`src/sv/sorted_min_priority_queue_macros.svh`:
```
// Assertion macros for the priority queue RTL
`ifndef SORTED_MIN_PRIORITY_QUEUE_MACROS_SVH
`define SORTED_MIN_PRIORITY_QUEUE_MACROS_SVH

// Check a property on every clock edge outside reset
`define SPQ_ASSERT(label, prop, msg) \
    label: assert property (@(posedge aclk) disable iff (!aresetn) (prop)) else $error(msg);

// Check that a condition leads to a consequence on the next clock edge
`define SPQ_ASSERT_NEXT(label, ante, cons, msg) \
    label: assert property (@(posedge aclk) disable iff (!aresetn) (ante) |=> (cons)) \
        else $error(msg);

`endif

```
`src/sv/spq_pkg.sv`:
```
// Types and constants shared by the sorted priority queue modules
`default_nettype none

package spq_pkg;

    // Default number of cells in the chain
    localparam int QUEUE_DEPTH_DEF = 16;

    // Width of the occupancy field in a result beat
    localparam int OCC_W = 5;

    // Width of key and payload
    localparam int DATA_W = 32;

    // Operation carried in s_tuser
    typedef enum logic {
        OP_PUSH = 1'b0,
        OP_POP  = 1'b1
    } op_t;

    // One stored entry
    typedef struct packed {
        logic signed [DATA_W-1:0] key;
        logic signed [DATA_W-1:0] payload;
    } entry_t;

    // Per-beat commands broadcast to every cell
    typedef struct packed {
        logic push_en;
        logic pop_en;
    } cell_ctrl_t;

endpackage

`default_nettype wire

```
`src/sv/sorted_min_priority_queue.sv`:
```
// Bounded min-priority queue: usage
// Input channel s_*: one beat is one operation. s_tuser selects push (0) or
//   pop (1); s_tdata carries the key (bits 31:0) and payload (bits 63:32) of
//   a push and is ignored on a pop.
// Result channel m_*: exactly one beat per input beat, in order, giving the
//   head entry, head valid flag, occupancy and overflow flag after the
//   operation. An empty queue reports head key and payload as zero.
// The entries sit in a chain of QUEUE_DEPTH cells, head in cell 0. Every
//   cell compares its key with the pushed key in parallel and shifts or holds
//   in the same cycle, so one operation completes per clock while m_tready is high.
// The result beat is valid in the cycle after the input beat is accepted.
// Throughput: one beat per cycle while m_tready is high.
// A push into a full queue is dropped and reported with overflow set; a pop
//   of an empty queue leaves the queue as it is.
// Stall: the result register holds its beat while m_tready is low, and
//   s_tready drops until that beat is taken.
// Reset (aresetn low, synchronous): the queue empties and no result is
//   pending; the queue takes input in the first cycle after reset.
`default_nettype none
`include "sorted_min_priority_queue_macros.svh"

module sorted_min_priority_queue #(
    parameter int QUEUE_DEPTH = spq_pkg::QUEUE_DEPTH_DEF
) (
    input  wire         aclk,
    input  wire         aresetn,
    input  wire         s_tvalid,
    output logic        s_tready,
    input  wire  [63:0] s_tdata,  // [31:0] key, [63:32] payload
    input  wire  [0:0]  s_tuser,  // [0] operation
    output logic        m_tvalid,
    input  wire         m_tready,
    output logic [71:0] m_tdata,  // [31:0] head_key, [63:32] head_payload,
                                  // [68:64] occupancy, [71:69] zero
    output logic [1:0]  m_tuser   // [0] head_valid, [1] overflow
);

    localparam int CNT_W = $clog2(QUEUE_DEPTH + 1);

    logic                 in_beat;
    spq_pkg::op_t         op;
    spq_pkg::entry_t      new_entry;
    spq_pkg::cell_ctrl_t  ctrl;
    logic                 full;
    logic                 empty;
    logic                 drop;
    logic [CNT_W-1:0]     count_reg;
    logic [CNT_W-1:0]     count_next;

    logic                 ins       [QUEUE_DEPTH];
    spq_pkg::entry_t      cell_q    [QUEUE_DEPTH];
    spq_pkg::entry_t      cell_d    [QUEUE_DEPTH];

    logic                 m_tvalid_reg;
    logic                 head_valid_reg;
    logic                 overflow_reg;
    logic signed [31:0]   head_key_reg;
    logic signed [31:0]   head_payload_reg;
    logic [spq_pkg::OCC_W-1:0] occ_reg;

    // Accept while the result register is free or being drained
    assign s_tready  = !m_tvalid_reg || m_tready;
    assign in_beat   = s_tvalid && s_tready;
    assign op        = spq_pkg::op_t'(s_tuser[0]);
    assign new_entry = '{key: s_tdata[31:0], payload: s_tdata[63:32]};

    assign full  = (count_reg == CNT_W'(QUEUE_DEPTH));
    assign empty = (count_reg == '0);
    assign drop  = in_beat && (op == spq_pkg::OP_PUSH) && full;

    assign ctrl.push_en = in_beat && (op == spq_pkg::OP_PUSH) && !full;
    assign ctrl.pop_en  = in_beat && (op == spq_pkg::OP_POP) && !empty;

    // Track the fill level
    always_comb begin
        count_next = count_reg;
        if (ctrl.push_en) begin
            count_next = count_reg + CNT_W'(1);
        end else if (ctrl.pop_en) begin
            count_next = count_reg - CNT_W'(1);
        end
    end

    always_ff @(posedge aclk) begin
        if (!aresetn) begin
            count_reg <= '0;
        end else begin
            count_reg <= count_next;
        end
    end

    // Chain of cells, head first
    for (genvar i = 0; i < QUEUE_DEPTH; i++) begin : g_cell
        logic            prev_ins_w;
        spq_pkg::entry_t prev_w;
        spq_pkg::entry_t succ_w;

        if (i == 0) begin : g_first
            assign prev_ins_w = 1'b0;
            assign prev_w     = new_entry;
        end else begin : g_mid
            assign prev_ins_w = ins[i-1];
            assign prev_w     = cell_q[i-1];
        end

        if (i == QUEUE_DEPTH - 1) begin : g_last
            assign succ_w = '0;
        end else begin : g_inner
            assign succ_w = cell_q[i+1];
        end

        spq_cell #(
            .IS_HEAD (i == 0)
        ) u_cell (
            .aclk       (aclk),
            .ctrl       (ctrl),
            .cell_valid (CNT_W'(i) < count_reg),
            .new_entry  (new_entry),
            .prev_ins   (prev_ins_w),
            .prev_entry (prev_w),
            .succ_entry (succ_w),
            .ins        (ins[i]),
            .entry_out  (cell_q[i]),
            .entry_next (cell_d[i])
        );
    end

    // Capture the result of each accepted beat, hold it while stalled
    always_ff @(posedge aclk) begin
        if (!aresetn) begin
            m_tvalid_reg <= 1'b0;
        end else if (in_beat) begin
            m_tvalid_reg <= 1'b1;
        end else if (m_tready) begin
            m_tvalid_reg <= 1'b0;
        end
    end

    always_ff @(posedge aclk) begin
        if (in_beat) begin
            head_valid_reg   <= (count_next != '0);
            head_key_reg     <= (count_next != '0) ? cell_d[0].key : '0;
            head_payload_reg <= (count_next != '0) ? cell_d[0].payload : '0;
            occ_reg          <= spq_pkg::OCC_W'(count_next);
            overflow_reg     <= drop;
        end
    end

    assign m_tvalid = m_tvalid_reg;
    assign m_tdata  = {3'b000, occ_reg, head_payload_reg, head_key_reg};
    assign m_tuser  = {overflow_reg, head_valid_reg};

    // Fill level never passes the chain length
    `SPQ_ASSERT(a_count_bound, count_reg <= CNT_W'(QUEUE_DEPTH), "count exceeds depth")
    // The two front cells stay in key order
    `SPQ_ASSERT(a_front_sorted, (count_reg < CNT_W'(2)) || (cell_q[0].key <= cell_q[1].key), "front cells out of order")
    // A dropped push only happens on a full queue and leaves it full
    `SPQ_ASSERT_NEXT(a_drop_full, drop, count_reg == CNT_W'(QUEUE_DEPTH) && m_tuser[1], "overflow without full queue")
    // Every accepted beat yields a pending result next cycle
    `SPQ_ASSERT_NEXT(a_result_pending, in_beat, m_tvalid, "accepted beat produced no result")
    // A pending result keeps the head-valid flag consistent with occupancy
    `SPQ_ASSERT(a_head_flag, !m_tvalid || (m_tuser[0] == (m_tdata[68:64] != 5'd0)) || (QUEUE_DEPTH > 31), "head flag disagrees with occupancy")

endmodule

`default_nettype wire

```
`src/sv/spq_cell.sv`:
```
// One compare-and-shift cell of the sorted queue chain
`default_nettype none

module spq_cell #(
    parameter bit IS_HEAD = 1'b0
) (
    input  wire                      aclk,
    input  wire spq_pkg::cell_ctrl_t ctrl,
    input  wire                      cell_valid,
    input  wire spq_pkg::entry_t     new_entry,
    input  wire                      prev_ins,
    input  wire spq_pkg::entry_t     prev_entry,
    input  wire spq_pkg::entry_t     succ_entry,
    output logic                     ins,
    output spq_pkg::entry_t          entry_out,
    output spq_pkg::entry_t          entry_next
);

    spq_pkg::entry_t entry_reg;

    // Decide whether the new key lands at or before this cell; the head keeps
    // its place against an equal key, other cells yield to it
    always_comb begin
        if (!cell_valid) begin
            ins = 1'b1;
        end else if (IS_HEAD) begin
            ins = (new_entry.key < entry_reg.key);
        end else begin
            ins = !(entry_reg.key < new_entry.key);
        end
    end

    // Shift right on insert, shift left on pop, otherwise hold
    always_comb begin
        entry_next = entry_reg;
        if (ctrl.push_en && ins) begin
            entry_next = prev_ins ? prev_entry : new_entry;
        end else if (ctrl.pop_en) begin
            entry_next = succ_entry;
        end
    end

    always_ff @(posedge aclk) begin
        entry_reg <= entry_next;
    end

    assign entry_out = entry_reg;

endmodule

`default_nettype wire
```
`config.mk`:
```
export PLATFORM = sky130hd
export DESIGN_NAME = sorted_min_priority_queue
export DESIGN_NICKNAME = d
export VERILOG_FILES = /design/src/sv/spq_pkg.sv /design/src/sv/sorted_min_priority_queue.sv /design/src/sv/spq_cell.sv
export VERILOG_INCLUDE_DIRS = /design/src /design/src/sv
export SDC_FILE = /design/constraint.sdc
export NUM_CORES = 2
export LEC_CHECK = 0
export BUFFER_PORTS_ARGS = -buffer_cell sky130_fd_sc_hd__buf_2
export CORE_MARGIN = 10
export CORE_UTILIZATION = 55
export DETAILED_ROUTE_END_ITERATION = 8
export PLACE_DENSITY_LB_ADDON = 0.1
export SLEW_MARGIN = 30
export SYNTH_ARGS = -nofsm -noshare
export SYNTH_HDL_FRONTEND = slang
export SYNTH_HIERARCHICAL = 1
export SYNTH_SLANG_ARGS = --single-unit
```
`constraint.sdc`:
```
create_clock -name aclk -period 8.2 [get_ports aclk]
set_clock_uncertainty 0.05 [all_clocks]
set_input_delay 0.41 -clock aclk [delete_from_list [all_inputs] [get_ports aclk]]
set_output_delay 0.41 -clock aclk [all_outputs]
set_load 0.02 [all_outputs]
```
==> impl.org <==
** Placed design
- The congestion estimate from routability-driven global placement came to 0.8495.
- In this run the tool buffered the top-level ports with around 140 buffer cells.
- Post-placement worst setup slack :: 2.925 ns
- Summed over all nets, the half-perimeter wirelength after detailed placement is 123.1 mm.

** Worst setup path
- CP bufs+invs :: 3
- Worst path arrival time :: approximately 5.4 ns
- The startpoint identified for the worst register-to-register timing path is g_cell[0].u_cell/entry_out[63].
- By instance count, the cell type seen most on the critical path is inv_1.
- Cell family with the largest share of critical-path delay :: compound AO/OA/AOI/OAI gates
- Worst reg-to-reg setup slack :: roughly 3.4 ns
- In this run the worst setup path terminates at head_payload_reg[26].
- Classification of the worst setup path :: register to register
- Setup crit start :: g_cell[0].u_cell/entry_out[63]
- The slowest stage of the critical path belongs to the cell buf_4.
- The largest single stage delay on the critical path is between 0.7 and 0.8 ns.
- Total stage count of the critical path :: 11
- The worst register-to-register path ends at head_payload_reg[26].
- Critical Path, Cell by Cell :: inv_1 > ha_1 > nand4_2 > nor4_2 > nand3_1 > o2bb2ai_1 > o311a_4 > buf_4 > mux2i_1 > inv_1 > a31oi_1
- Launching element type of the critical path :: register
- Largest fanout of any net on the critical path :: 40
- Required time at the worst-slack endpoint :: 8.76 ns
- Measured in cells, the most critical reg-to-reg path has a length of 11.
- The worst setup path is captured at a register.

** Clocking
- TritonCTS built the clock tree.
- Deepest clock path buffer count :: 3
- H-Tree Level Count :: 4
- Clock tree synthesis selected as its root buffer the cell clkbuf_16.
- The later pin in the worst-skew pair is clocked with a latency of 0.77 ns.
- The tree built by TritonCTS fans out to approximately 1100 sinks.
- Clock transition at the registers of the reported paths :: 0.06 ns
- Buffers inserted during clock tree synthesis total 134.
- After clock tree synthesis, the repair step resized 0 gates.

** Synthesis
- Gate count after technology mapping :: 6656
- Synthesized area per cell :: approximately 11 um2
- Cell area after synthesis :: 72280 um2
- During synthesis, Yosys emitted a total of 6 warnings.

** Global routing
- Maximum number of pins on one net before global-route repair :: 128
- Via count of the first global-routing pass :: 50400
- Initial antenna violation count :: 9
- Gr usage total :: approximately a quarter
- After global routing the overflow that remains totals 0.
- Global-route wire length before repair :: ~280 mm

** Floorplan
- In this run the core area contains 132 standard-cell rows.
- The region available for standard cell placement spans 130000 um2.
- Effective utilization at floorplan :: 55.61%
- ~150 I/O pins were placed.
- Vertical extent of the die :: 382.5 um
- The floorplan step set the die width to around 380 um.
- Die footprint :: 146300 um2

** Route
- The routed layout has between 40000 and 50000 vias.
- In this run, the number of DRC markers left after iteration 0 of detailed routing was 2611.
- In the routed design, unresolved DRC markers number 0.
- Dividing the detail-routed wire length by the instance count gives ~21 um.
- The routed design has 178.5 mm of wire.
- After detailed routing, the number of vias per cell comes to 5.790.
- Number of nets with antenna violations after detailed routing :: 0
- Detailed-router iteration count before antenna repair :: 5

** Timing
- Setup repair after global routing left no endpoint under its margin.
- Tmin final :: 4.810 ns
- Relative slew margins :: 22.50%
- Fraction of the cycle the final worst path needs :: between 50% and 60%
- Final number of hold-violating endpoints :: 0
- FMAX :: 207.9 MHz
- Total negative slack for setup checks :: 0 ns
- The worst path meets setup with 3.390 ns of slack.
- Setup violations remaining at the end of the flow were counted as 0.
- Final-layout worst hold slack :: 0.07733 ns
- Pins over their slew limit :: 0
- Transition time at the pin with the least slew margin :: 1.162 ns

** Layout
- Layout Nets :: 7270
- In the final layout, the share of cells above drive strength 1 is between 7 and 8%.
- Relative to the synthesized area, the layout overhead comes to 6.113%.
- The register with the most flip-flops in the layout has 1024 of them.

** Power and ir drop
- In this run the static leakage power is 37.93 nW.
- Power per cell area :: 365.8 nW/um2
- Maximum resistive drop on vdd :: 0.2213 mV
- Post-layout power :: 28.05 mW

** Min path
- The tightest min-delay check is of the input pin to register type.

** Outcome
- Status :: finished clean

** Flow run
- Max-cap viol count :: 0
## layout make-up
class                      count  area, um2
inverter                     604       2268
clock inverter                49      641.9
clock buffer                 195       3908
multi-input combinational   4648      43560
tap                         1742       2180
sequential                  1101      22750
antenna                        2      5.005
timing repair buffer         212       1383
fill                       11230      53280
## metal layers
| layer | vias up | global-route usage [%] | wire [um] |
|---|---|---|---|
| li1 | 24280 | - | - |
| met1 | 24260 | 31.70 | 85150 |
| met2 | 725 | 38.46 | 80330 |
| met3 | 257 | 3.868 | 7118 |
| met4 | 2 | 8.238 | 5839 |
| met5 | - | 0 | 13 |
## report_power, final
| group | total (mW) | switching [mW] | internal, mW |
|---|---|---|---|
| Sequential | 10.3 | 2.26 | 8.07 |
| Clock | 6.15 | 2.43 | 3.72 |
| Combinational | 11.6 | 6.20 | 5.37 |
| Total | 28.1 | 10.9 | 17.2 |
## worst min-delay path, cell delays in order
cell and delay [ns]:
buf_2 0.19, mux2i_1 0.15, mux2i_1 0.08
## worst min path at each step
stage / from / endpoint / slack [ns] / cells past startpoint
floorplan: g_cell[15].u_cell/entry_out[10] / g_cell[15].u_cell/entry_out[10] / 0.45 / 2
global placement: g_cell[15].u_cell/entry_out[31] / g_cell[15].u_cell/entry_out[31] / 0.47 / 2
detailed placement: g_cell[15].u_cell/entry_out[23] / g_cell[15].u_cell/entry_out[23] / 0.48 / 2
CTS: s_tdata[50] / g_cell[2].u_cell/entry_out[18] / 0.02 / 3
global route: s_tdata[50] / g_cell[8].u_cell/entry_out[18] / 0.06 / 3
finish: s_tdata[50] / g_cell[1].u_cell/entry_out[18] / 0.08 / 3
## cell usage in the layout (no fill, tap or decap), types with 54 or more instances in the layout
cell type / n
inv_1: 603
conb_1: 68
dfxtp_1: 1030
nand4_1: 54
mux2i_1: 3072
buf_2: 141
a21oi_1: 209
a31oi_1: 74
nand2_1: 176
ha_1: 500
o21ai_0: 61
clkbuf_16: 138
edfxtp_1: 71
## timing repair
item / CTS / global route
setup buffers: 0 / 0
hold buffers: 2 / 0
endpoints found under the hold margin: 6 / 0
## per-stage QoR
step	cells	instance area [um2]	util, %
2_1_floorplan	6723	72530	-
3_3_place_gp	8302	72050	55.43
3_5_place_dp	8304	72090	55.46
4_1_cts	8550	76660	58.98
5_1_grt	8551	76690	59.00
6_report	8553	76690	59.01
Note: power is estimated with default switching activity, not from simulation.
